--- src/design/huffenc_pkg.sv ---
`default_nettype none
// ----------------------------------------------------------------------------
// huffenc_pkg
// Shared types and constants for the table-driven Huffman encoder.
// ----------------------------------------------------------------------------
package huffenc_pkg;

    typedef enum logic [1:0] {
        CMD_LOAD   = 2'd0,
        CMD_ENCODE = 2'd1,
        CMD_FLUSH  = 2'd2
    } cmd_t;

    localparam int BYTE_W   = 8;
    localparam int FIELD_W  = 32;
    localparam int LEN_W    = 6;
    // packing window: up to seven held bits plus the longest code
    localparam int BUF_W    = BYTE_W + FIELD_W;
    localparam int CNT_W    = 6;
    localparam int IN_W     = 48;
    localparam int SYMIN_W  = 8;

    localparam logic [CNT_W-1:0] CNT_BYTE      = 6'd8;
    localparam logic [CNT_W-1:0] CNT_TWO_BYTES = 6'd16;
    localparam logic [LEN_W-1:0] LEN_FULL      = 6'd32;

    // item handed from the lookup stage to the bit packer
    typedef struct packed {
        cmd_t                 cmd;
        logic [FIELD_W-1:0]   code;
        logic [LEN_W-1:0]     len;
    } pack_item_t;

endpackage
`default_nettype wire

--- src/design/huffenc_packer.sv ---
`default_nettype none
// ----------------------------------------------------------------------------
// huffenc_packer
// MSB-first bit packer: merges code bits behind the held partial byte and
// pops one finished byte per cycle into the output register while it is free.
// ----------------------------------------------------------------------------
module huffenc_packer (
    input  wire logic                                   aclk,
    input  wire logic                                   aresetn,
    input  wire logic                                   item_valid,
    output logic                                        item_ready,
    input  wire huffenc_pkg::pack_item_t                item,
    output logic                                        m_tvalid,
    input  wire logic                                   m_tready,
    output logic [huffenc_pkg::BYTE_W-1:0]              m_tdata,  // packed_byte
    output logic                                        m_tlast   // last_of_run
);

    // window is left aligned: valid bits sit at the top, zeros below
    logic [huffenc_pkg::BUF_W-1:0]   buf_reg, buf_next, buf_a;
    logic [huffenc_pkg::CNT_W-1:0]   cnt_reg, cnt_next, cnt_a;
    logic                            out_valid_reg, out_valid_next;
    logic [huffenc_pkg::BYTE_W-1:0]  out_data_reg, out_data_next;
    logic                            out_last_reg, out_last_next;
    logic                            out_free, pop, take;
    logic [huffenc_pkg::FIELD_W-1:0] code_left;

    always_comb begin
        out_free = !out_valid_reg || m_tready;
        pop      = (cnt_reg >= huffenc_pkg::CNT_BYTE) && out_free;
        buf_a    = pop ? {buf_reg[huffenc_pkg::BUF_W-huffenc_pkg::BYTE_W-1:0],
                          {huffenc_pkg::BYTE_W{1'b0}}} : buf_reg;
        cnt_a    = pop ? cnt_reg - huffenc_pkg::CNT_BYTE : cnt_reg;

        item_ready = cnt_a < huffenc_pkg::CNT_BYTE;
        take       = item_valid && item_ready;

        // drops code bits above the length; zero length gives zero
        code_left = item.code << (huffenc_pkg::LEN_FULL - item.len);

        buf_next = buf_a;
        cnt_next = cnt_a;
        if (take) begin
            case (item.cmd)
                huffenc_pkg::CMD_ENCODE: begin
                    buf_next = {buf_a[huffenc_pkg::BUF_W-1 -: huffenc_pkg::BYTE_W],
                                {huffenc_pkg::FIELD_W{1'b0}}}
                             | ({code_left, {huffenc_pkg::BYTE_W{1'b0}}} >> cnt_a[2:0]);
                    cnt_next = cnt_a + item.len;
                end
                huffenc_pkg::CMD_FLUSH: begin
                    // zero padding is already in place below the held bits
                    if (cnt_a != '0) begin
                        cnt_next = huffenc_pkg::CNT_BYTE;
                    end
                end
                default: begin
                end
            endcase
        end

        out_valid_next = out_valid_reg;
        out_data_next  = out_data_reg;
        out_last_next  = out_last_reg;
        if (pop) begin
            out_valid_next = 1'b1;
            out_data_next  = buf_reg[huffenc_pkg::BUF_W-1 -: huffenc_pkg::BYTE_W];
            out_last_next  = cnt_reg < huffenc_pkg::CNT_TWO_BYTES;
        end else if (m_tready) begin
            out_valid_next = 1'b0;
        end
    end

    always_ff @(posedge aclk) begin
        if (!aresetn) begin
            buf_reg       <= '0;
            cnt_reg       <= '0;
            out_valid_reg <= 1'b0;
        end else begin
            buf_reg       <= buf_next;
            cnt_reg       <= cnt_next;
            out_valid_reg <= out_valid_next;
        end
    end

    always_ff @(posedge aclk) begin
        out_data_reg <= out_data_next;
        out_last_reg <= out_last_next;
    end

    assign m_tvalid = out_valid_reg;
    assign m_tdata  = out_data_reg;
    assign m_tlast  = out_last_reg;

endmodule
`default_nettype wire

--- config.mk ---
export PLATFORM = sky130hd
export DESIGN_NAME = huffenc_packer
export DESIGN_NICKNAME = d
export VERILOG_FILES = /design/src/design/huffenc_pkg.sv /design/src/design/huffenc_packer.sv
export SDC_FILE = /design/constraint.sdc
export NUM_CORES = 1
export LEC_CHECK = 0
export BUFFER_PORTS_ARGS = -buffer_cell sky130_fd_sc_hd__buf_4
export CAP_MARGIN = 25
export CORE_ASPECT_RATIO = 1.75
export CORE_UTILIZATION = 45
export DETAILED_ROUTE_END_ITERATION = 8
export GPL_ROUTABILITY_DRIVEN = 0
export SYNTH_ARGS = -nofsm -noshare
export SYNTH_HDL_FRONTEND = slang
export SYNTH_SLANG_ARGS = --single-unit
--- constraint.sdc ---
create_clock -name aclk -period 6.7 [get_ports aclk]
set_input_delay 1.005 -clock aclk [delete_from_list [all_inputs] [get_ports aclk]]
set_output_delay 1.005 -clock aclk [all_outputs]
set_load 0.03 [all_outputs]
# Yosys cells after proc, flatten, opt, wreduce, memory -nomap -nowiden
# Cells that the tools add are included.
# word_totals
register_bits	56
input_bits	44
output_inout_bits	11
elab_cells	31
# op_classes
add_sub_neg	3
magnitude_cmp	3
n_eq_ne	2
shifts	2
muxes	9
n_bitwise	1
n_reduce_logical	6
# ops
operator	count
$mux 40	3
$or 40x40->40	1
$shr 40x3->40	1
$shl 32x6->32	1
$mux 6	3
$pmux 6 s2	1
$add 6x6->6	1
$ge 6x4->1 const B	1
$lt 6x4->1 const B	1
$lt 6x5->1 const B	1
$reduce_bool 6->1	1
$sub 6x4->6 const B	1
$sub 6x6->6 const A	1
$eq 2x1->1 const B	1
$eq 2x2->1 const B	1
$logic_and 1x1->1	2
$mux 1	2
$reduce_bool 2->1	1
$logic_not 1->1	1
$logic_or 1x1->1	1

# Depth between registers and ports, before layout
# Gate-level depths: netlist of run 1.
# depth
ltp_word	8
mapped_depth	15
depth_no_buf	12

# Worst setup path before layout of run 1
# No wires, ideal clock.
# synth_path
path_kind	input-to-reg
start	input port item[0] (netlist name)
end	register buf_reg[25] (netlist name)
setup_time_ns	0.122
t_arrival_ns	3.835
required_time_ns	6.578
slack_ns	2.743
cell_stages	12
path_buffers	4
cell_sequence	buf_6 buf_4 inv_1 ha_1 buf_6 xnor2_4 buf_6 mux4_2 mux4_2 o2bb2ai_2 mux4_2 a221o_1
# synth_between
elab_chain_cells	6
# synth_rtl
item	line_no	source
start: declaration	huffenc_packer.sv:12	input wire huffenc_pkg::pack_item_t item,
$sub 6x6->6	huffenc_packer.sv:39	code_left = item.code << (huffenc_pkg::LEN_FULL - item.len);
$shl 32x6->32	huffenc_packer.sv:39	
$shr 40x3->40	huffenc_packer.sv:48	| ({code_left, {huffenc_pkg::BYTE_W{1'b0}}} >> cnt_a[2:0]);
$or 40x40->40	huffenc_packer.sv:48	
$mux 40	huffenc_packer.sv:44	case (item.cmd)
$mux 40	huffenc_packer.sv:43	if (take) begin
end signal: assignment	huffenc_packer.sv:80	buf_reg <= buf_next;
end: declaration	huffenc_packer.sv:20	logic [huffenc_pkg::BUF_W-1:0] buf_reg, buf_next, buf_a;
# No other way between the ends.
# A chain may end at the register's enable or synchronous reset.

# Worst setup path after layout of run 1
# Same ends and word-level chain as after synthesis.

==> results of run 1 <==
-- routing by layer --
layer / track usage / vias to the layer above
li1: - / 2747
met1: 0.322 / 2775
met2: 0.488 / 232
met3: 0.0293 / 65
met4: 0.182 / 0
met5: 0 / -
-- path summary, 6_finish.rpt --
path                 end  slack [ns]  cells after the start        start
max          buf_reg[25]        1.67                     11      item[0]
min           m_tdata[4]        0.43                      0  buf_reg[36]
max reg2reg  buf_reg[32]        3.49                     10   cnt_reg[2]
min reg2reg   m_tdata[4]        0.43                      0  buf_reg[36]
-- synth_stat cells, types with 3 or more instances --
cell type,n,share of area
a21oi_1,46,0.040
a221oi_1,7,0.011
nand2b_1,4,0.0043
a32o_1,3,0.0052
or3b_2,3,0.0045
edfxtp_1,9,0.047
clkinv_1,3,0.0019
o31ai_1,6,0.0078
o32ai_1,6,0.0091
nand4_1,3,0.0032
a31oi_1,8,0.0086
dfxtp_1,47,0.16
inv_1,13,0.0084
and2_1,6,0.0065
nand3_1,34,0.029
mux2_2,16,0.031
or2_2,6,0.0065
ha_1,10,0.022
o21bai_1,4,0.0052
mux2i_1,59,0.10
o22ai_1,14,0.015
xnor2_1,3,0.0045
a211oi_1,16,0.021
mux4_2,25,0.097
buf_2,16,0.014
o31a_1,3,0.0045
clkbuf_1,37,0.024
nand3b_1,6,0.0078
nand2_1,99,0.064
nor3b_1,4,0.0052
o21ai_0,26,0.022
buf_6,5,0.0097
and3_1,3,0.0032
buf_4,4,0.0052
nor3_1,36,0.031
a21o_1,3,0.0039
a22oi_1,4,0.0052
o221ai_1,14,0.021
or3_1,3,0.0032
a211o_1,3,0.0045
nor2_1,53,0.034
o211ai_1,8,0.010
-- area by class of cell --
| class | count | share of cell area |
|---|---|---|
| inverter | 16 | 0.00948 |
| timing repair buffer | 65 | 0.0771 |
| tap | 168 | 0.0332 |
| sequential | 56 | 0.191 |
| clock buffer | 6 | 0.0219 |
| multi-input combinational | 584 | 0.665 |
| clock inverter | 2 | 0.00217 |
-- worst max-delay path, delay by kind of cell --
kind,cells,cell delay [ns]
xor gates and xnor gates,1,0.90
and+or+nand+nor,2,0.41
buffers and inverters,2,0.82
AOI/OAI and AO/OA,3,0.87
muxes,2,0.75
adders and majority gates,1,0.45
-- per-stage QoR --
step,utilization,std cells,power (uW),hold slack (ns)
6_report,0.507,897,1600,0.434
4_1_cts,0.507,897,1600,0.433
5_1_grt,0.507,897,1700,0.451
3_3_place_gp,0.494,889,1320,0.411
2_1_floorplan,-,719,1090,0.408
3_5_place_dp,0.494,889,1330,0.416
-- cells by family after synthesis --
logic type,share of synthesized area
xor+xnor,0.0156
mux,0.230
compound gates,0.231
fa+ha+maj,0.0251
buf+inv,0.0637
flops,0.209
simple gates,0.226
-- power groups by stage --
stage	Combinational, uW	Sequential [uW]	Clock (uW)
2_1_floorplan	574	515	0
3_3_place_gp	856	460	0
3_5_place_dp	867	461	0
4_1_cts	871	454	275
5_1_grt	950	462	289
6_report	879	453	272
==> impl_metrics.env, run 1 <==
export IMPL_wl_mm=18.6
export IMPL_power_switching_uw=723
export IMPL_wl_met1_mm=7.07
export IMPL_worst_clock_skew_ns=0.00965
export IMPL_post_route_min_period_ns=5.03
export IMPL_yosysWarnings=0
export IMPL_rsz0062_at_grt="false"
export IMPL_cp_max_fo=59
export IMPL_layout_common_cells="nand2_1 (99), buf_4 (65), mux2i_1 (59)"
export IMPL_viasPerCell=6.49
export IMPL_setup_viol_count_final=0
export IMPL_grt_pass1_wl_mm=29.8
export IMPL_max_cap_violations=0
export IMPL_n_fill_cell=1279
export IMPL_antennaDiodeCount=0
export IMPL_slew_headroom=0.307
export IMPL_antenna_found_initial=0
export IMPL_postCtsSetupBuffers=0
export IMPL_ys_async_sr_fraction=0
export IMPL_route_detailed_drc=0
export IMPL_syn_nets=774
export IMPL_multi_input_comb_area_mm2=0.00421
export IMPL_wire_per_inst_um=20.7
export IMPL_endpoint_kind="flop"
export IMPL_worstMarginPinSlew_ns=1.04
export IMPL_rows=54
export IMPL_synth_edf_count=9
export IMPL_synthFlopType="dfxtp_1"
export IMPL_core_mm2=0.0125
export IMPL_syn_avg_cell_area_um2=8.05
export IMPL_min_path_type="reg2reg"
export IMPL_grt_overflow=0
export IMPL_drive_gt1_frac=0.187
export IMPL_vias=5819
export IMPL_synthDistinctLibCells=73
export IMPL_dieHeight_um=152
export IMPL_critPathKind="in2reg"
export IMPL_hold_buffers=0
export IMPL_tritoncts="built"
export IMPL_dp_hpwl_mm=14.1
export IMPL_p_int_uw=881
export IMPL_start_util=0.463
export IMPL_clkTransAtPathRegs_ns=0.08
export IMPL_dr_pass1_iters=6
export IMPL_cp_slowest_cell="xnor2_4"
export IMPL_peakVddDrop_uv=173
export IMPL_path_cells="buf_4, inv_1, ha_1, xnor2_4, mux4_2, mux2i_1, o221ai_1, a21oi_1, nor3_1, or2_2, a221o_1"
export IMPL_ys_seq_area_frac=0.209
export IMPL_cts_sinks=56
export IMPL_cp_arrival_ns=5.22
export IMPL_route_met3_wl_um=736
export IMPL_power_frac_clock=0.169
export IMPL_power_density_mw_per_mm2=253
export IMPL_leakagePower_uw=0.00246
export IMPL_maxSlewViolCount=0
export IMPL_required_ns=6.89
export IMPL_finalSetupTns_ns=0
export IMPL_htreeDepth=2
export IMPL_numCtsBuffers=5
export IMPL_hold_viol=0
export IMPL_cts_root_buffer="clkbuf_16"
export IMPL_ff_latch_area_mm2=0.00121
export IMPL_power_frac_comb=0.548
export IMPL_area_growth_syn_to_layout_pct=9.36
export IMPL_port_buffers=54
export IMPL_synth_cells=719
export IMPL_switching_share=0.451
export IMPL_min_period_over_period=0.751
export IMPL_final_area_mm2=0.00633
export IMPL_seq_power_share=0.283
export IMPL_outcome="finished clean"
export IMPL_timing_fmax_ghz=0.199
export IMPL_fin_nets=783
export IMPL_cts_resized=0
export IMPL_grt_total_usage=0.283
export IMPL_top_layer="met4"
export IMPL_layout_cells_most_common="nand2_1"
export IMPL_io_pins=55
export IMPL_grt_max_degree=60
export IMPL_place_area_mm2=0.00618
export IMPL_yosys_register_bits=56
export IMPL_cts_path_max_buffers=2
export IMPL_largest_reg_flops=40
export IMPL_dieArea_mm2=0.0133
export IMPL_clk_latency_ns=0.30
export IMPL_worst_slack_ns=1.67
export IMPL_critPathLaunchType="primary input"
export IMPL_slowest_delay_ns=0.90
export IMPL_netlist_area_mm2=0.00579
export IMPL_initialDrtViolationCount=289
export IMPL_ant_nets=0
export IMPL_grt_pass1_vias=5739
export IMPL_dp_slack_ns=1.39
export IMPL_die_w_um=87.8
export IMPL_route_met2_wl_mm=9.54
Power figures use the tool's default switching activity.
==> inputs of run 2 (changes only) <==
==> constraint.sdc (replaced) <==
create_clock -name aclk -period 5 [get_ports aclk]
set_input_delay 0.75 -clock aclk [delete_from_list [all_inputs] [get_ports aclk]]
set_output_delay 0.75 -clock aclk [all_outputs]
set_load 0.03 [all_outputs]
==> run 2 against run 1 <==
  * Wire length is 0.74% higher
  * First-iteration DRC count up 48%
  * Clock-buffer cell count grew 1
  * Global-route usage grew 0.32 points
  * Utilization grew 0.77 points
  * Via count up 0.22%
  * Register-to-register slack worse by 1.7 ns
  * Sequential share of layout area shrank 0.29 points
  * Critical endpoint unchanged
  * Largest cell class unchanged
==> impl_metrics.env, run 2 (synthesis results as in run 1) <==
export IMPL_htreeDepth=2
export IMPL_wire_per_inst_um=20.7
export IMPL_cp_top_family="compound AO/OA/AOI/OAI gates"
export IMPL_min_period_over_period=0.817
export IMPL_io_pins=55
export IMPL_multi_input_comb_area_mm2=0.00421
export IMPL_area_growth_syn_to_layout_pct=11.0
export IMPL_wl_mm=18.7
export IMPL_viasPerCell=6.46
export IMPL_cp_slowest_cell="xor2_4"
export IMPL_start_util=0.463
export IMPL_postCtsSetupBuffers=0
export IMPL_ant_nets=0
export IMPL_layout_cells_non_filler=903
export IMPL_slew_headroom=0.435
export IMPL_grt_max_degree=51
export IMPL_setup_viol_count_final=0
export IMPL_grt_total_usage=0.286
export IMPL_dp_cells=893
export IMPL_hold_viol=0
export IMPL_required_ns=5.19
export IMPL_route_detailed_drc=0
export IMPL_vias=5832
export IMPL_rows=54
export IMPL_dieArea_mm2=0.0133
export IMPL_critical_path_buf_inv_count=2
export IMPL_rsz0062_at_grt="false"
export IMPL_grt_pass1_wl_mm=30.0
export IMPL_antenna_found_initial=0
export IMPL_worst_clock_skew_ns=0.00721
export IMPL_min_path_type="reg2reg"
export IMPL_port_buffers=54
export IMPL_cts_resized=0
export IMPL_outcome="finished clean"
export IMPL_hold_buffers=0
export IMPL_path_cells="buf_4, inv_1, ha_1, xor2_4, mux2i_1, a21oi_1, o221ai_1, o22ai_1, nor2_1, or2_2, a221o_1"
export IMPL_endpoint_kind="flop"
export IMPL_timing_fmax_ghz=0.245
export IMPL_critPathLaunchType="primary input"
export IMPL_post_route_min_period_ns=4.09
export IMPL_cts_path_max_buffers=2
export IMPL_tritoncts="built"
export IMPL_clkTransAtPathRegs_ns=0.07
export IMPL_numCtsBuffers=5
export IMPL_dr_pass1_iters=8
export IMPL_clk_latency_ns=0.30
export IMPL_critPathKind="in2reg"
export IMPL_layout_cells_most_common="nand2_1"
export IMPL_ff_latch_area_mm2=0.00121
export IMPL_slowest_delay_ns=0.62
export IMPL_cts_sinks=56
export IMPL_cts_root_buffer="clkbuf_16"
export IMPL_cp_arrival_ns=4.28
export IMPL_grt_pass1_vias=5698
export IMPL_grt_overflow=0
export IMPL_largest_reg_flops=40
export IMPL_peakVddDrop_uv=252
export IMPL_cp_max_fo=19
export IMPL_n_fill_cell=1265
export IMPL_power_density_mw_per_mm2=355
export IMPL_maxSlewViolCount=0
export IMPL_worstMarginPinSlew_ns=0.846
export IMPL_antennaDiodeCount=0
export IMPL_leakagePower_uw=0.00251
export IMPL_die_w_um=87.8
export IMPL_max_cap_violations=0
export IMPL_layout_common_cells="nand2_1 (99), buf_4 (70), mux2i_1 (59)"
export IMPL_drive_gt1_frac=0.192
export IMPL_finalSetupTns_ns=0
export IMPL_utilization=0.514
export IMPL_dp_hpwl_mm=14.4
export IMPL_dieHeight_um=152
export IMPL_initialDrtViolationCount=427
export IMPL_core_mm2=0.0125
export IMPL_fin_nets=789
run 2: changes by cell type in the layout (fill, tap and decap cells not counted):
cell and delta:
buf_4 +5, buf_16 +1, bufinv_16 +1, clkbuf_1 +1
clkbuf_16 +1, clkbuf_8 -1, clkinvlp_4 -1, inv_4 -1
run 2: path summary, 6_finish.rpt:
| kind | startpoint | to | slack [ns] | depth (start not counted) |
|---|---|---|---|---|
| setup / recovery | item[0] | buf_reg[25] | 0.91 | 11 |
| hold / removal | buf_reg[37] | m_tdata[5] | 0.44 | 0 |
| setup reg to reg | cnt_reg[4] | buf_reg[32] | 1.80 | 10 |
| hold reg to reg | buf_reg[37] | m_tdata[5] | 0.44 | 0 |
run 2: layout make-up:
cell class                      instances  share of cell area
Multi-Input combinational cell        584               0.655
Sequential cell                        56               0.188
Timing Repair Buffer                   71              0.0860
Tap cell                              168              0.0327
Clock buffer                            7              0.0239
Inverter                               16             0.00934
Clock inverter                          1             0.00467
run 2: worst reg2reg max path: stages, from the launching register on:
cell,delay (ns)
dfxtp_1,0.45
inv_1,0.11
ha_1,0.22
a2111oi_2,0.43
a31oi_1,0.12
o21ai_1,0.34
nand3_1,0.20
buf_4,0.29
nor3_1,0.62
o211ai_1,0.21
o221ai_1,0.12
run 2: power breakdown:
| part | internal [uW] | switching (uW) |
|---|---|---|
| Sequential | 559 | 49.6 |
| Clock | 267 | 167 |
| Combinational | 462 | 779 |
| Total | 1290 | 995 |
run 2: per-stage QoR:
step	total power, uW	instance area [um^2]	hold WS (ns)	setup slack, ns
2_1_floorplan	1460	5790	0.408	1.30
3_3_place_gp	1780	6210	0.415	0.821
3_5_place_dp	1800	6210	0.421	0.755
4_1_cts	2230	6390	0.438	1.07
5_1_grt	2410	6430	0.443	0.706
6_report	2280	6430	0.436	0.913
run 2: layer usage:
layer	wire (um)	vias to the layer above	global-route usage
met1	6900	2796	0.315
met4	1280	0	0.187
met5	0	-	0
li1	-	2751	-
met2	9820	212	0.503
met3	706	73	0.0299
==> inputs of run 3 (changes only) <==
--- a/config.mk
+++ b/config.mk
@@ -11,6 +11,7 @@
 export CORE_UTILIZATION = 45
 export DETAILED_ROUTE_END_ITERATION = 8
 export GPL_ROUTABILITY_DRIVEN = 0
+export PLACE_DENSITY = 0.66
 export SYNTH_ARGS = -nofsm -noshare
 export SYNTH_HDL_FRONTEND = slang
 export SYNTH_SLANG_ARGS = --single-unit
==> constraint.sdc (replaced) <==
create_clock -name aclk -period 3.3 [get_ports aclk]
set_input_delay 0.495 -clock aclk [delete_from_list [all_inputs] [get_ports aclk]]
set_output_delay 0.495 -clock aclk [all_outputs]
set_load 0.03 [all_outputs]
==> run 3 against run 2 <==
  * Register-to-register slack got worse by 1.5 ns
  * Utilization rose by 3.5 points
  * Flip-flop and latch count unchanged
  * Power up 49%
  * Highest routed layer unchanged
  * Critical path type unchanged
  * Worst hold slack improved by 0.0052 ns
  * Largest cell class unchanged
  * Final area grew 6.8%
  * Setup slack got worse by 0.76 ns
==> impl_metrics.env, run 3 (synthesis results as in run 1) <==
export IMPL_port_buffers=54
export IMPL_cp_arrival_ns=3.37
export IMPL_antenna_found_initial=0
export IMPL_whs_ns=0.441
export IMPL_io_pins=55
export IMPL_post_route_min_period_ns=3.15
export IMPL_final_area_mm2=0.00687
export IMPL_cts_resized=0
export IMPL_critPathLaunchType="primary input"
export IMPL_vias=6184
export IMPL_critical_path_buf_inv_count=3
export IMPL_start_util=0.463
export IMPL_slowest_delay_ns=0.52
export IMPL_clk_latency_ns=0.30
export IMPL_htreeDepth=2
export IMPL_wire_per_inst_um=20.1
export IMPL_timing_fmax_ghz=0.317
export IMPL_leakagePower_uw=0.00277
export IMPL_area_growth_syn_to_layout_pct=18.6
export IMPL_dieArea_mm2=0.0133
export IMPL_worstMarginPinSlew_ns=1.00
export IMPL_r2r_end="buf_reg[32]"
export IMPL_layout_cells_most_common="buf_4"
export IMPL_place_area_mm2=0.00672
export IMPL_die_w_um=87.8
export IMPL_required_ns=3.51
export IMPL_cp_max_fo=11
export IMPL_fin_nets=844
export IMPL_tritoncts="built"
export IMPL_r2r_start="cnt_reg[4]"
export IMPL_critPathKind="in2reg"
export IMPL_power_density_mw_per_mm2=495
export IMPL_slew_headroom=0.332
export IMPL_rows=54
export IMPL_utilization=0.549
export IMPL_initialDrtViolationCount=469
export IMPL_dieHeight_um=152
export IMPL_cp_slowest_cell="or3b_2"
export IMPL_route_detailed_drc=0
export IMPL_outcome="finished clean"
export IMPL_endpoint_kind="flop"
export IMPL_antennaDiodeCount=0
export IMPL_maxSlewViolCount=0
export IMPL_cp_top_family="simple AND/OR/NAND/NOR gates"
export IMPL_path_cells="buf_4, inv_4, ha_2, or3b_2, nor4b_4, o21ai_1, buf_4, o221ai_1, mux2i_1, o21ai_0, o21ai_0, nor3_1"
export IMPL_grt_pass1_vias=6091
export IMPL_drive_gt1_frac=0.252
export IMPL_cts_path_max_buffers=2
export IMPL_max_cap_violations=0
export IMPL_rsz0062_at_grt="false"
export IMPL_peakVddDrop_uv=372
export IMPL_grt_overflow=0
export IMPL_r2r_setup_slack_ns=0.27
export IMPL_layout_common_cells="buf_4 (121), nand2_1 (99), mux2i_1 (59)"
export IMPL_rr_worst_depth=10
export IMPL_core_mm2=0.0125
export IMPL_dp_hpwl_mm=15.1
export IMPL_cts_root_buffer="clkbuf_16"
export IMPL_largest_reg_flops=40
export IMPL_hold_buffers=0
export IMPL_setup_viol_count_final=0
export IMPL_postCtsSetupBuffers=0
export IMPL_min_period_over_period=0.955
export IMPL_clkTransAtPathRegs_ns=0.07
export IMPL_grt_pass1_wl_mm=30.8
export IMPL_wl_mm=19.3
export IMPL_finalSetupTns_ns=0
export IMPL_grt_total_usage=0.295
export IMPL_crit_cells=12
export IMPL_cts_sinks=56
export IMPL_grt_max_degree=40
export IMPL_min_path_type="reg2reg"
export IMPL_worst_clock_skew_ns=0.00473
export IMPL_numCtsBuffers=5
export IMPL_dr_pass1_iters=5
export IMPL_endpoint="buf_reg[22]"
export IMPL_hold_viol=0
export IMPL_viasPerCell=6.46
export IMPL_ant_nets=0
export IMPL_setup_worst_path_start="item[0]"
## run 3: cell types whose count changed in the layout (fill, tap and decap cells not counted), sizes merged
cell      change
clkinv        +1
clkinvlp      +2
buf          +55
bufinv        -1
clkbuf        -2
## run 3: worst min-delay path by stage
stage	endpoint	cells after the start	slack, ns	start
after floorplan	m_tdata[0]	0	0.41	buf_reg[32]
after global placement	m_tdata[6]	0	0.42	buf_reg[38]
after detailed placement	m_tdata[6]	0	0.43	buf_reg[38]
after CTS	m_tdata[6]	0	0.44	buf_reg[38]
after global routing	m_tdata[6]	0	0.46	buf_reg[38]
final	m_tdata[6]	0	0.44	buf_reg[38]
## run 3: final cells by class
type | count | area, um^2
Tap cell | 168 | 210
Multi-Input combinational cell | 584 | 4230
Timing Repair Buffer | 126 | 1010
Clock buffer | 5 | 125
Sequential cell | 56 | 1210
Fill cell | 1198 | 5630
Clock inverter | 3 | 18.8
Inverter | 16 | 62.6
## run 3: worst register-to-register path: stages (launching register included)
cell and delay [ns]:
dfxtp_1 0.44, inv_1 0.09, ha_1 0.23, a2111oi_2 0.40, a31oi_1 0.09, o21ai_1 0.33
nand3_1 0.19, buf_12 0.20, nor3_1 0.63, o211ai_1 0.22, o221ai_1 0.13
## run 3: through the flow
step	instances	setup slack [ns]	power (uW)
detailed placement	950	-0.128	2860
finish	958	0.149	3400
global route	958	0.00753	3590
global placement	950	-0.0353	2810
CTS	958	0.173	3380
floorplan	719	0.0124	2220
## run 3: where the power goes
| part | total [uW] | switching [uW] | internal, uW |
|---|---|---|---|
| registers | 929 | 80.7 | 849 |
| logic | 1940 | 1200 | 739 |
| clock network | 529 | 250 | 279 |
## run 3: metal layers
metal | share of wire | track usage | routed length, um
met1 | 0.36 | 0.307 | 6910
met2 | 0.52 | 0.517 | 9950
met3 | 0.040 | 0.0342 | 772
met4 | 0.084 | 0.230 | 1620
met5 | 0 | 0 | 0
